--- config.mk ---
export PLATFORM = sky130hd
export DESIGN_NAME = grid_local_minimum_finder_unit
export DESIGN_NICKNAME = d
export VERILOG_FILES = /design/src/glmf_pkg.sv /design/src/glmf_ram.sv /design/src/glmf_decide.sv /design/src/grid_local_minimum_finder_unit.sv
export SDC_FILE = /design/constraint.sdc
export NUM_CORES = 2
export LEC_CHECK = 0
export BUFFER_PORTS_ARGS = -buffer_cell sky130_fd_sc_hd__buf_2
export CORE_AREA = 4 4 222 441
export CTS_CLUSTER_DIAMETER = 40
export DETAILED_ROUTE_END_ITERATION = 8
export DIE_AREA = 0 0 226 445
export GPL_ROUTABILITY_DRIVEN = 1
export PLACE_DENSITY = 0.59
export SYNTH_ARGS = -nofsm -noshare
export SYNTH_HDL_FRONTEND = slang
export SYNTH_SLANG_ARGS = --single-unit
--- constraint.sdc ---
create_clock -name i_clk -period 9.4 [get_ports i_clk]
set_clock_uncertainty 0.05 [all_clocks]
set_input_delay 1.41 -clock i_clk [delete_from_list [all_inputs] [get_ports i_clk]]
set_output_delay 1.41 -clock i_clk [all_outputs]
set_load 0.005 [all_outputs]
--- src/glmf_pkg.sv ---
// Package for the grid local minimum finder: field widths, register codes,
// the row store entry, the result word and the risk adder. No dependencies.
package glmf_pkg;

    localparam int HEIGHT_W    = 4;
    localparam int COORD_W     = 7;
    localparam int RISK_W      = 18;
    localparam int CFG_DATA_W  = 8;
    localparam int CFG_INDEX_W = 2;
    localparam int FIFO_DEPTH  = 4;
    localparam int FIFO_PTR_W  = 2;
    localparam int FIFO_CNT_W  = 3;

    localparam logic [CFG_INDEX_W-1:0] CFG_COLUMNS = 2'd0;
    localparam logic [CFG_INDEX_W-1:0] CFG_ROWS    = 2'd1;

    localparam logic [CFG_DATA_W-1:0] CFG_SIZE_RESET = 8'd128;
    localparam logic [RISK_W-1:0]     RISK_MAX       = {RISK_W{1'b1}};

    // One row store entry: the height and whether the cell above is higher or absent.
    typedef struct packed {
        logic                up_ok;
        logic [HEIGHT_W-1:0] height;
    } t_entry;

    typedef struct packed {
        logic [COORD_W-1:0]  row;
        logic [COORD_W-1:0]  column;
        logic                low;
        logic [HEIGHT_W-1:0] height;
        logic [RISK_W-1:0]   risk;
        logic                last;
    } t_result;

    // The item held in the compute stage, with its position flags.
    typedef struct packed {
        logic [HEIGHT_W-1:0] height;
        logic [COORD_W-1:0]  row;
        logic [COORD_W-1:0]  column;
        logic                row_ge1;
        logic                col_ge1;
        logic                col_ge2;
        logic                last_col;
        logic                last_row;
    } t_ctx;

    // Neighbourhood seen by the item: previous row around its column and
    // the two cells before it in its own row.
    typedef struct packed {
        logic [HEIGHT_W-1:0] prv_left;
        t_entry              prv_mid;
        logic [HEIGHT_W-1:0] prv_right;
        logic [HEIGHT_W-1:0] recent0;
        logic [HEIGHT_W-1:0] recent1;
    } t_nbr;

    typedef struct packed {
        t_result           res_above;
        t_result           res_left;
        t_result           res_final;
        logic              v_above;
        logic              v_left;
        logic              v_final;
        logic [1:0]        count;
        logic [RISK_W-1:0] risk_next;
    } t_verdict;

    // Adds height plus one to the risk sum for a low point, saturating.
    function automatic logic [RISK_W-1:0] risk_add(input logic [RISK_W-1:0] risk,
                                                   input logic low,
                                                   input logic [HEIGHT_W-1:0] height);
        logic [RISK_W:0] sum;
        sum = {1'b0, risk} + (RISK_W+1)'(height) + (RISK_W+1)'(1);
        if (!low) begin
            return risk;
        end else if (sum > {1'b0, RISK_MAX}) begin
            return RISK_MAX;
        end else begin
            return sum[RISK_W-1:0];
        end
    endfunction

endpackage

--- src/glmf_ram.sv ---
// Generic single write port, single read port RAM with registered read data.
// No dependencies.
module glmf_ram #(
    parameter int WIDTH = 5,
    parameter int DEPTH = 128
) (
    input  logic                     i_clk,
    input  logic                     i_wr_en,
    input  logic [$clog2(DEPTH)-1:0] i_wr_addr,
    input  logic [WIDTH-1:0]         i_wr_data,
    input  logic                     i_rd_en,
    input  logic [$clog2(DEPTH)-1:0] i_rd_addr,
    output logic [WIDTH-1:0]         o_rd_data
);

    logic [WIDTH-1:0] r_mem [DEPTH];
    logic [WIDTH-1:0] r_rd_data;

    always_ff @(posedge i_clk) begin
        if (i_wr_en) begin
            r_mem[i_wr_addr] <= i_wr_data;
        end
        if (i_rd_en) begin
            r_rd_data <= r_mem[i_rd_addr];
        end
    end

    assign o_rd_data = r_rd_data;

endmodule

--- src/glmf_decide.sv ---
// Decides the up to three cells settled by one incoming height and extends the risk sum.
// Depends on glmf_pkg.
module glmf_decide (
    input  glmf_pkg::t_ctx                   i_ctx,
    input  glmf_pkg::t_nbr                   i_nbr,
    input  logic [glmf_pkg::RISK_W-1:0]      i_risk,
    output glmf_pkg::t_verdict               o_verdict
);

    logic [glmf_pkg::HEIGHT_W-1:0] v_above;
    logic                          low_above;
    logic                          low_left;
    logic                          low_final;
    logic [glmf_pkg::RISK_W-1:0]   risk_a;
    logic [glmf_pkg::RISK_W-1:0]   risk_l;
    logic [glmf_pkg::RISK_W-1:0]   risk_f;

    always_comb begin
        v_above   = i_nbr.prv_mid.height;
        // Cell above: its lower neighbour has just arrived.
        low_above = (i_ctx.height > v_above) && i_nbr.prv_mid.up_ok
                    && (!i_ctx.col_ge1 || (i_nbr.prv_left > v_above))
                    && (i_ctx.last_col || (i_nbr.prv_right > v_above));
        // Left cell on the last row: its right neighbour has just arrived.
        low_left  = (i_ctx.height > i_nbr.recent0)
                    && (!i_ctx.col_ge2 || (i_nbr.recent1 > i_nbr.recent0))
                    && (!i_ctx.row_ge1 || (i_nbr.prv_left > i_nbr.recent0));
        // Final cell of the frame: only left and above can exist.
        low_final = !(i_ctx.col_ge1 && (i_nbr.recent0 <= i_ctx.height))
                    && !(i_ctx.row_ge1 && (i_nbr.prv_mid.height <= i_ctx.height));

        o_verdict.v_above = i_ctx.row_ge1;
        o_verdict.v_left  = i_ctx.last_row && i_ctx.col_ge1;
        o_verdict.v_final = i_ctx.last_row && i_ctx.last_col;

        risk_a = o_verdict.v_above ? glmf_pkg::risk_add(i_risk, low_above, v_above) : i_risk;
        risk_l = o_verdict.v_left  ? glmf_pkg::risk_add(risk_a, low_left, i_nbr.recent0)
                                   : risk_a;
        risk_f = o_verdict.v_final ? glmf_pkg::risk_add(risk_l, low_final, i_ctx.height)
                                   : risk_l;

        o_verdict.res_above.row    = i_ctx.row - glmf_pkg::COORD_W'(1);
        o_verdict.res_above.column = i_ctx.column;
        o_verdict.res_above.low    = low_above;
        o_verdict.res_above.height = v_above;
        o_verdict.res_above.risk   = risk_a;
        o_verdict.res_above.last   = 1'b0;

        o_verdict.res_left.row     = i_ctx.row;
        o_verdict.res_left.column  = i_ctx.column - glmf_pkg::COORD_W'(1);
        o_verdict.res_left.low     = low_left;
        o_verdict.res_left.height  = i_nbr.recent0;
        o_verdict.res_left.risk    = risk_l;
        o_verdict.res_left.last    = 1'b0;

        o_verdict.res_final.row    = i_ctx.row;
        o_verdict.res_final.column = i_ctx.column;
        o_verdict.res_final.low    = low_final;
        o_verdict.res_final.height = i_ctx.height;
        o_verdict.res_final.risk   = risk_f;
        o_verdict.res_final.last   = 1'b1;

        o_verdict.count = 2'(o_verdict.v_above) + 2'(o_verdict.v_left)
                          + 2'(o_verdict.v_final);
        // The frame ends with its final cell, and the sum starts again.
        o_verdict.risk_next = o_verdict.v_final ? '0 : risk_f;
    end

endmodule

--- src/grid_local_minimum_finder_unit.sv ---
// Top level of the grid local minimum finder: counters, compute stage, row store and result queue.
// Depends on glmf_pkg, glmf_ram and glmf_decide.
//
// Usage. Heights arrive in raster order on the input channel (i_valid, o_ready, i_height),
// one word per cell. Each cell's verdict leaves on the output channel (o_valid, i_ready and
// the result fields) as soon as its last neighbour is known: one row late, except on the last
// row, where a cell is settled when its right neighbour arrives and the final cell on the
// frame's last word, which carries o_frame_last. The frame size is set through the
// configuration channel (i_cfg_valid, o_cfg_ready, i_cfg_index, i_cfg_data); a write rewinds
// the frame and the risk sum, and must only be made while the block is idle.
// Timing. A word is taken into the compute stage at the edge of acceptance and its results
// enter a four-word result queue when the stage advances, which waits for room in the queue.
// One word per cycle is taken while one result per word is produced and the queue has room;
// on the last row each word but the first makes two results, and the frame's last word three,
// so there the rate is set by the single output port of the queue.
// Reset clears the counters, the queue and the compute stage; the frame size returns to
// 128 by 128. The row store needs no clearing, as a frame only reads what it wrote.
// When the receiver stalls, the queue fills, the compute stage holds its word, and o_ready
// falls until there is room again; no word is lost or repeated.
module grid_local_minimum_finder_unit #(
    parameter int MAX_COLUMNS = 128,
    parameter int MAX_ROWS    = 128
) (
    input  logic                                i_clk,
    input  logic                                i_rst_n,
    input  logic                                i_valid,
    output logic                                o_ready,
    input  logic [glmf_pkg::HEIGHT_W-1:0]       i_height,
    output logic                                o_valid,
    input  logic                                i_ready,
    output logic [glmf_pkg::COORD_W-1:0]        o_cell_row,
    output logic [glmf_pkg::COORD_W-1:0]        o_cell_column,
    output logic                                o_is_low_point,
    output logic [glmf_pkg::HEIGHT_W-1:0]       o_cell_height,
    output logic [glmf_pkg::RISK_W-1:0]         o_risk_total,
    output logic                                o_frame_last,
    input  logic                                i_cfg_valid,
    output logic                                o_cfg_ready,
    input  logic [glmf_pkg::CFG_INDEX_W-1:0]    i_cfg_index,
    input  logic [glmf_pkg::CFG_DATA_W-1:0]     i_cfg_data
);

    localparam int CNT_W     = $clog2(MAX_COLUMNS);
    localparam int RW        = (MAX_ROWS > 1) ? $clog2(MAX_ROWS) : 1;
    localparam int COL_CMP_W = (CNT_W + 1 > glmf_pkg::CFG_DATA_W) ? CNT_W + 1
                                                                  : glmf_pkg::CFG_DATA_W;
    localparam int ROW_CMP_W = (RW + 1 > glmf_pkg::CFG_DATA_W) ? RW + 1
                                                               : glmf_pkg::CFG_DATA_W;
    localparam int ENTRY_W   = $bits(glmf_pkg::t_entry);

    // Configuration registers.
    logic [glmf_pkg::CFG_DATA_W-1:0] r_cfg_columns;
    logic [glmf_pkg::CFG_DATA_W-1:0] r_cfg_rows;
    logic                            cfg_wr;

    // Position of the next word to be accepted.
    logic [CNT_W-1:0] r_col;
    logic [RW-1:0]    r_row;
    logic [CNT_W-1:0] last_col_idx;
    logic [RW-1:0]    last_row_idx;
    logic [COL_CMP_W-1:0] col_cfg_ext;
    logic [ROW_CMP_W-1:0] row_cfg_ext;
    logic             at_last_col;
    logic             at_last_row;
    logic             in_acc;
    glmf_pkg::t_ctx   n_ctx;

    // Compute stage.
    logic             r_s1_valid;
    glmf_pkg::t_ctx   r_s1_ctx;
    logic [CNT_W-1:0] r_s1_col;
    logic             s1_adv;
    glmf_pkg::t_nbr   nbr;
    glmf_pkg::t_verdict verdict;
    logic [glmf_pkg::RISK_W-1:0] r_risk;
    logic [glmf_pkg::HEIGHT_W-1:0] r_recent0;
    logic [glmf_pkg::HEIGHT_W-1:0] r_recent1;

    // Row store access, with a bypass for a read that meets a write at the same column.
    logic             wr_en;
    glmf_pkg::t_entry wr_data;
    logic [CNT_W-1:0] rd_addr;
    logic [CNT_W-1:0] r_rd_addr;
    logic [ENTRY_W-1:0] ram_q;
    logic             r_byp_v;
    glmf_pkg::t_entry r_byp_d;
    glmf_pkg::t_entry eff_rd;
    glmf_pkg::t_entry eff_next;
    logic             wr_hit;
    glmf_pkg::t_entry r_prv_mid;
    logic [glmf_pkg::HEIGHT_W-1:0] r_prv_left;

    // Result queue.
    glmf_pkg::t_result r_fifo [glmf_pkg::FIFO_DEPTH];
    logic [glmf_pkg::FIFO_PTR_W-1:0] r_head;
    logic [glmf_pkg::FIFO_PTR_W-1:0] r_tail;
    logic [glmf_pkg::FIFO_CNT_W-1:0] r_count;
    logic [glmf_pkg::FIFO_CNT_W-1:0] free_slots;
    logic [glmf_pkg::FIFO_CNT_W-1:0] push_n;
    logic                            pop;
    logic [glmf_pkg::FIFO_PTR_W-1:0] off_left;
    logic [glmf_pkg::FIFO_PTR_W-1:0] off_final;

    assign o_cfg_ready = 1'b1;
    assign cfg_wr      = i_cfg_valid && o_cfg_ready;

    // Frame size: zero acts as one, anything beyond the maximum acts as the maximum.
    always_comb begin
        col_cfg_ext = COL_CMP_W'(r_cfg_columns);
        row_cfg_ext = ROW_CMP_W'(r_cfg_rows);
        if (col_cfg_ext == '0) begin
            last_col_idx = '0;
        end else if (col_cfg_ext > COL_CMP_W'(MAX_COLUMNS)) begin
            last_col_idx = CNT_W'(MAX_COLUMNS - 1);
        end else begin
            last_col_idx = CNT_W'(col_cfg_ext - COL_CMP_W'(1));
        end
        if (row_cfg_ext == '0) begin
            last_row_idx = '0;
        end else if (row_cfg_ext > ROW_CMP_W'(MAX_ROWS)) begin
            last_row_idx = RW'(MAX_ROWS - 1);
        end else begin
            last_row_idx = RW'(row_cfg_ext - ROW_CMP_W'(1));
        end
    end

    assign at_last_col = (r_col == last_col_idx);
    assign at_last_row = (r_row == last_row_idx);

    always_comb begin
        n_ctx.height   = i_height;
        n_ctx.row      = glmf_pkg::COORD_W'(r_row);
        n_ctx.column   = glmf_pkg::COORD_W'(r_col);
        n_ctx.row_ge1  = (r_row != '0);
        n_ctx.col_ge1  = (r_col != '0);
        n_ctx.col_ge2  = ((CNT_W+1)'(r_col) >= (CNT_W+1)'(2));
        n_ctx.last_col = at_last_col;
        n_ctx.last_row = at_last_row;
    end

    // The read runs one column ahead: at the row's end it fetches column zero for the next row.
    assign rd_addr = at_last_col ? '0 : r_col + CNT_W'(1);

    assign free_slots = glmf_pkg::FIFO_CNT_W'(glmf_pkg::FIFO_DEPTH) - r_count;
    assign s1_adv     = r_s1_valid && (free_slots >= glmf_pkg::FIFO_CNT_W'(verdict.count));
    assign o_ready    = !r_s1_valid || s1_adv;
    assign in_acc     = i_valid && o_ready;

    assign wr_en          = s1_adv;
    assign wr_data.height = r_s1_ctx.height;
    assign wr_data.up_ok  = !r_s1_ctx.row_ge1 || (r_prv_mid.height > r_s1_ctx.height);
    assign wr_hit         = wr_en && (r_s1_col == r_rd_addr);
    assign eff_rd         = r_byp_v ? r_byp_d : glmf_pkg::t_entry'(ram_q);
    assign eff_next       = wr_hit ? wr_data : eff_rd;

    glmf_ram #(
        .WIDTH (ENTRY_W),
        .DEPTH (MAX_COLUMNS)
    ) u_row_store (
        .i_clk     (i_clk),
        .i_wr_en   (wr_en),
        .i_wr_addr (r_s1_col),
        .i_wr_data (wr_data),
        .i_rd_en   (in_acc),
        .i_rd_addr (rd_addr),
        .o_rd_data (ram_q)
    );

    always_comb begin
        nbr.prv_left  = r_prv_left;
        nbr.prv_mid   = r_prv_mid;
        nbr.prv_right = eff_rd.height;
        nbr.recent0   = r_recent0;
        nbr.recent1   = r_recent1;
    end

    glmf_decide u_decide (
        .i_ctx     (r_s1_ctx),
        .i_nbr     (nbr),
        .i_risk    (r_risk),
        .o_verdict (verdict)
    );

    // Configuration and position counters.
    always_ff @(posedge i_clk) begin
        if (!i_rst_n) begin
            r_cfg_columns <= glmf_pkg::CFG_SIZE_RESET;
            r_cfg_rows    <= glmf_pkg::CFG_SIZE_RESET;
            r_col         <= '0;
            r_row         <= '0;
            r_risk        <= '0;
        end else begin
            if (cfg_wr && (i_cfg_index == glmf_pkg::CFG_COLUMNS)) begin
                r_cfg_columns <= i_cfg_data;
            end
            if (cfg_wr && (i_cfg_index == glmf_pkg::CFG_ROWS)) begin
                r_cfg_rows <= i_cfg_data;
            end
            if (cfg_wr && ((i_cfg_index == glmf_pkg::CFG_COLUMNS)
                           || (i_cfg_index == glmf_pkg::CFG_ROWS))) begin
                r_col  <= '0;
                r_row  <= '0;
                r_risk <= '0;
            end else begin
                if (in_acc) begin
                    if (!at_last_col) begin
                        r_col <= r_col + CNT_W'(1);
                    end else begin
                        r_col <= '0;
                        r_row <= at_last_row ? '0 : r_row + RW'(1);
                    end
                end
                if (s1_adv) begin
                    r_risk <= verdict.risk_next;
                end
            end
        end
    end

    // Compute stage control and the read bypass flag.
    always_ff @(posedge i_clk) begin
        if (!i_rst_n) begin
            r_s1_valid <= 1'b0;
            r_byp_v    <= 1'b0;
            r_rd_addr  <= '0;
        end else begin
            if (in_acc) begin
                r_s1_valid <= 1'b1;
            end else if (s1_adv) begin
                r_s1_valid <= 1'b0;
            end
            if (in_acc) begin
                r_rd_addr <= rd_addr;
                r_byp_v   <= wr_en && (r_s1_col == rd_addr);
            end else if (wr_hit) begin
                r_byp_v <= 1'b1;
            end
        end
    end

    // Payload of the compute stage and the neighbourhood window.
    always_ff @(posedge i_clk) begin
        if (in_acc) begin
            r_s1_ctx   <= n_ctx;
            r_s1_col   <= r_col;
            r_byp_d    <= wr_data;
            r_prv_left <= r_prv_mid.height;
            r_prv_mid  <= eff_next;
        end else if (wr_hit) begin
            r_byp_d <= wr_data;
        end
        if (s1_adv) begin
            r_recent1 <= r_recent0;
            r_recent0 <= r_s1_ctx.height;
        end
    end

    // Result queue: up to three words pushed at once, one taken per cycle while the receiver is ready.
    assign pop       = o_valid && i_ready;
    assign push_n    = s1_adv ? glmf_pkg::FIFO_CNT_W'(verdict.count) : '0;
    assign off_left  = glmf_pkg::FIFO_PTR_W'(verdict.v_above);
    assign off_final = glmf_pkg::FIFO_PTR_W'(verdict.v_above)
                       + glmf_pkg::FIFO_PTR_W'(verdict.v_left);

    always_ff @(posedge i_clk) begin
        if (!i_rst_n) begin
            r_head  <= '0;
            r_tail  <= '0;
            r_count <= '0;
        end else begin
            r_tail  <= r_tail + glmf_pkg::FIFO_PTR_W'(push_n);
            r_count <= r_count + push_n - glmf_pkg::FIFO_CNT_W'(pop);
            if (pop) begin
                r_head <= r_head + glmf_pkg::FIFO_PTR_W'(1);
            end
        end
    end

    always_ff @(posedge i_clk) begin
        if (s1_adv) begin
            if (verdict.v_above) begin
                r_fifo[r_tail] <= verdict.res_above;
            end
            if (verdict.v_left) begin
                r_fifo[r_tail + off_left] <= verdict.res_left;
            end
            if (verdict.v_final) begin
                r_fifo[r_tail + off_final] <= verdict.res_final;
            end
        end
    end

    assign o_valid        = (r_count != '0);
    assign o_cell_row     = r_fifo[r_head].row;
    assign o_cell_column  = r_fifo[r_head].column;
    assign o_is_low_point = r_fifo[r_head].low;
    assign o_cell_height  = r_fifo[r_head].height;
    assign o_risk_total   = r_fifo[r_head].risk;
    assign o_frame_last   = r_fifo[r_head].last;

    // The queue never holds more words than it has slots.
    a_queue_bound: assert property (@(posedge i_clk) disable iff (!i_rst_n)
        r_count <= glmf_pkg::FIFO_CNT_W'(glmf_pkg::FIFO_DEPTH))
        else $error("result queue overfilled");

    // A word held back by a full queue stays in the compute stage unchanged.
    a_stage_hold: assert property (@(posedge i_clk) disable iff (!i_rst_n)
        (r_s1_valid && !s1_adv) |=> (r_s1_valid && $stable(r_s1_ctx)))
        else $error("compute stage lost a held word");

    // The risk sum starts again after the frame's final cell.
    a_risk_rewind: assert property (@(posedge i_clk) disable iff (!i_rst_n)
        (s1_adv && verdict.v_final) |=> (r_risk == '0))
        else $error("risk sum not rewound at frame end");

endmodule
==> results.cfg <==
[clocking]
cts_tree = done
cts_buffer_depth = 3
cts.clk_slew.worst_paths_ns = 0.06
numCtsBuffers = 95
htree_levels = 3
cts-root-buf = clkbuf_16
hold_buffers = 0
cts_resized = 0
clk_latency_ns = 0.69
post_cts_buffers = 0
clock-sinks = 908

[place]
gp_congestion = 0.9142
dp_hpwl_microns = 76920
dp.cells = 4522
portBuffers = 58

[synth]
ys_seq_elements = 908
ys_seq_area_frac = 0.6294
yosys_warnings = 0
syn_area_per_cell_sq_um = 12.46
syn_nets = 3469
synth_area_sq_um = 42210
asyncSetResetFlopFracSynth = 0
synth_ff_type = edfxtp_1
synthDistinctLibCells = 91
synth_edf_count = 838
synthCells = 3387

[die]
die_w_microns = 226
rows = 160
io_pins = 60
die_area_sq_um = 100600
die_h_microns = 445
core-area_sq_um = 94690
start_util = 0.4458

[min_path]
hp-class = reg -> reg
whs_path_depth = 2

[timing]
rsz0062_at_grt = no
setup_viol = 0
period_minus_slack_ns = 7.904
setup_tns_ns = 0
holdWs_ns = 0.4170
fmax_mhz = 126.5
drv_slew = 0
hold_viol = 0
worstMarginPinSlew_ns = 1.254
max-slew-margin-rel = 0.1610
final.period_utilization = 0.8409

[detailed_routing]
wire_per_inst_microns = 25.55
routed_wl_microns = 120100
drt_pass1_iterations = 6
vias_per_cell = 6.141
drc_errors = 0
drt_iter0_drc = 3033
vias = 28870
postRouteAntennaNets = 0

[power]
static-leakage-power_nw = 15.71
seqPwrFrac = 0.464
power_density_nw_per_um2 = 214.5
ir_drop_mv = 0.1700
comb_power_share = 0.148
netSwitchingFraction = 0.2726
power_switching_w = 0.002762
intPower_w = 0.007369
clkPwrFrac = 0.388

[worst_setup_path]
crit_required_ns = 9.85
startpoint_type = flop
worst-path-max-fanout = 17
crit_path_end_kind = flop
max_stage_delay_ns = 0.85
critPathKind = reg -> reg
crit_top_cell = nor2_1
critPathArrivalTime_ns = 8.35
crit_slowest_cell = o41ai_1
ff2ff_path_depth = 26

[cells_and_area]
fin_cells = 4701
drive_gt1_frac = 0.1326
fin_nets = 3486
syn_to_final_growth_pct = 11.88

[grt]
grt_pass1_vias = 28160
track_usage = 0.2357
grt_pass1_wl_microns = 180700
grt_max_degree = 101
grt_overflow = 0
antenna_found_initial = 1

[status]
outcome = completed

[job]
cap_viol_max_count = 0
synth_stat cells (13+ instances only):
cell type / instances / share of area
a22oi_1: 16 / 0.0028
o211ai_1: 53 / 0.0094
inv_1: 66 / 0.0059
o22ai_1: 70 / 0.010
nor3_1: 37 / 0.0044
o2111ai_1: 28 / 0.0058
buf_2: 15 / 0.0018
nand4_1: 37 / 0.0055
nand2b_1: 19 / 0.0028
or3_1: 14 / 0.0021
or2_2: 13 / 0.0019
dfxtp_1: 70 / 0.033
xnor2_1: 59 / 0.012
nand3_1: 129 / 0.015
mux2_2: 44 / 0.012
a31oi_1: 36 / 0.0053
nor2_1: 317 / 0.028
nor4_1: 17 / 0.0025
buf_1: 30 / 0.0027
and3_1: 24 / 0.0036
nor2b_1: 39 / 0.0058
clkbuf_1: 167 / 0.015
o21ai_0: 124 / 0.015
a221oi_1: 32 / 0.0066
xor2_1: 49 / 0.010
nand2_1: 412 / 0.037
o221ai_1: 23 / 0.0048
mux4_2: 50 / 0.027
ha_1: 58 / 0.017
o311a_1: 58 / 0.014
edfxtp_1: 838 / 0.60
o31ai_1: 13 / 0.0023
a211oi_1: 29 / 0.0052
mux2i_1: 95 / 0.023
a21oi_1: 109 / 0.013
critical path: cells and delay by family, from the launching register on:
kind / cells / cell delay [ns]
AOI/OAI and AO/OA: 8 / 2.96
and+or+nand+nor: 10 / 2.25
adders and majority gates: 4 / 1.15
DFF: 1 / 0.49
muxes: 1 / 0.39
buffers and inverters: 3 / 0.38
state kept, by name (all words and copies together) (netlist names), named ones only:
register,flops
r_fifo,152
u_row_store.o_rd_data,5
r_recent0,4
r_recent1,4
r_prv_left,4
r_tail,2
r_row,7
r_byp_d,5
r_byp_v,1
col_cfg_ext,8
r_rd_addr,7
r_cfg_rows,8
r_count,3
r_risk,18
r_s1_valid,1
r_s1_ctx,16
nbr,5
r_col,7
u_row_store.r_mem,640
r_s1_col,7
r_head,2
power groups by stage:
stage               logic (W)  clock network, W  registers, W
floorplan            0.000932                 0       0.00478
global placement      0.00149                 0       0.00478
detailed placement    0.00151                 0       0.00478
CTS                   0.00151           0.00399       0.00470
global route          0.00164           0.00417       0.00471
finish                0.00150           0.00393       0.00470
cell families (layout without fill, tap and decap cells):
family,count (synthesis),in the layout,share of synthesized area
multiplexers,191,191,0.06160
other,1,2,0.00008884
XOR/XNOR,108,108,0.02241
adder cells (fa/ha/maj),65,65,0.02004
buffers and inverters,285,383,0.02614
AND/OR/NAND/NOR,1124,1124,0.1226
flip-flops,908,908,0.6294
AO/OA/AOI/OAI,705,705,0.1177
stage by stage:
stage | power, W | setup slack [ns] | area (sq um) | util
after CTS | 0.01021 | 1.632 | 47220 | 0.4987
final | 0.01013 | 1.496 | 47230 | 0.4987
after global routing | 0.01052 | 0.8842 | 47230 | 0.4987
after global placement | 0.006268 | 1.870 | 43920 | 0.4638
after floorplan | 0.005715 | 1.526 | 42210 | -
after detailed placement | 0.006290 | 1.662 | 43920 | 0.4638
layout by cell type, fill, tap and decap left out, drive strengths merged, types with 86 or more instances in the layout:
master / count
edfxtp: 838
nand2: 412
nor2: 318
o21ai: 136
buf: 135
nand3: 131
clkbuf: 111
a21oi: 109
mux2i: 97
inv: 86
layer usage:
layer  track usage  up-vias  wire length, microns
met2        0.3691     1187                 56170
met1        0.3388    14440                 51670
met4       0.07551        0                  3595
li1              -    13040                     -
met5             0        -                     0
met3       0.03755      208                  8672
worst paths after layout:
kind,from,to,slack (ns)
min,r_fifo[1][0]$_SDFFE_PP1P_,r_fifo[1][0]$_SDFFE_PP1P_,0.42
max reg2reg,r_byp_v$_SDFFE_PN0P_,r_fifo[0][5]$_DFFE_PP_,1.50
max,r_byp_v$_SDFFE_PN0P_,r_fifo[0][5]$_DFFE_PP_,1.50
min reg2reg,r_fifo[1][0]$_SDFFE_PP1P_,r_fifo[1][0]$_SDFFE_PP1P_,0.42
cell type report:
| cell class | count | area, sq um |
|---|---|---|
| flip-flops and latches | 908 | 26570 |
| multi-input cells | 2194 | 14650 |
| fillers | 8258 | 47460 |
| clock buffers | 111 | 2521 |
| clock inverters | 67 | 785.8 |
| inverters | 70 | 267.8 |
| diodes | 1 | 2.502 |
| repair buffers | 135 | 905.9 |
| well taps | 1215 | 1520 |
Note: power is estimated with default switching activity, not from simulation.
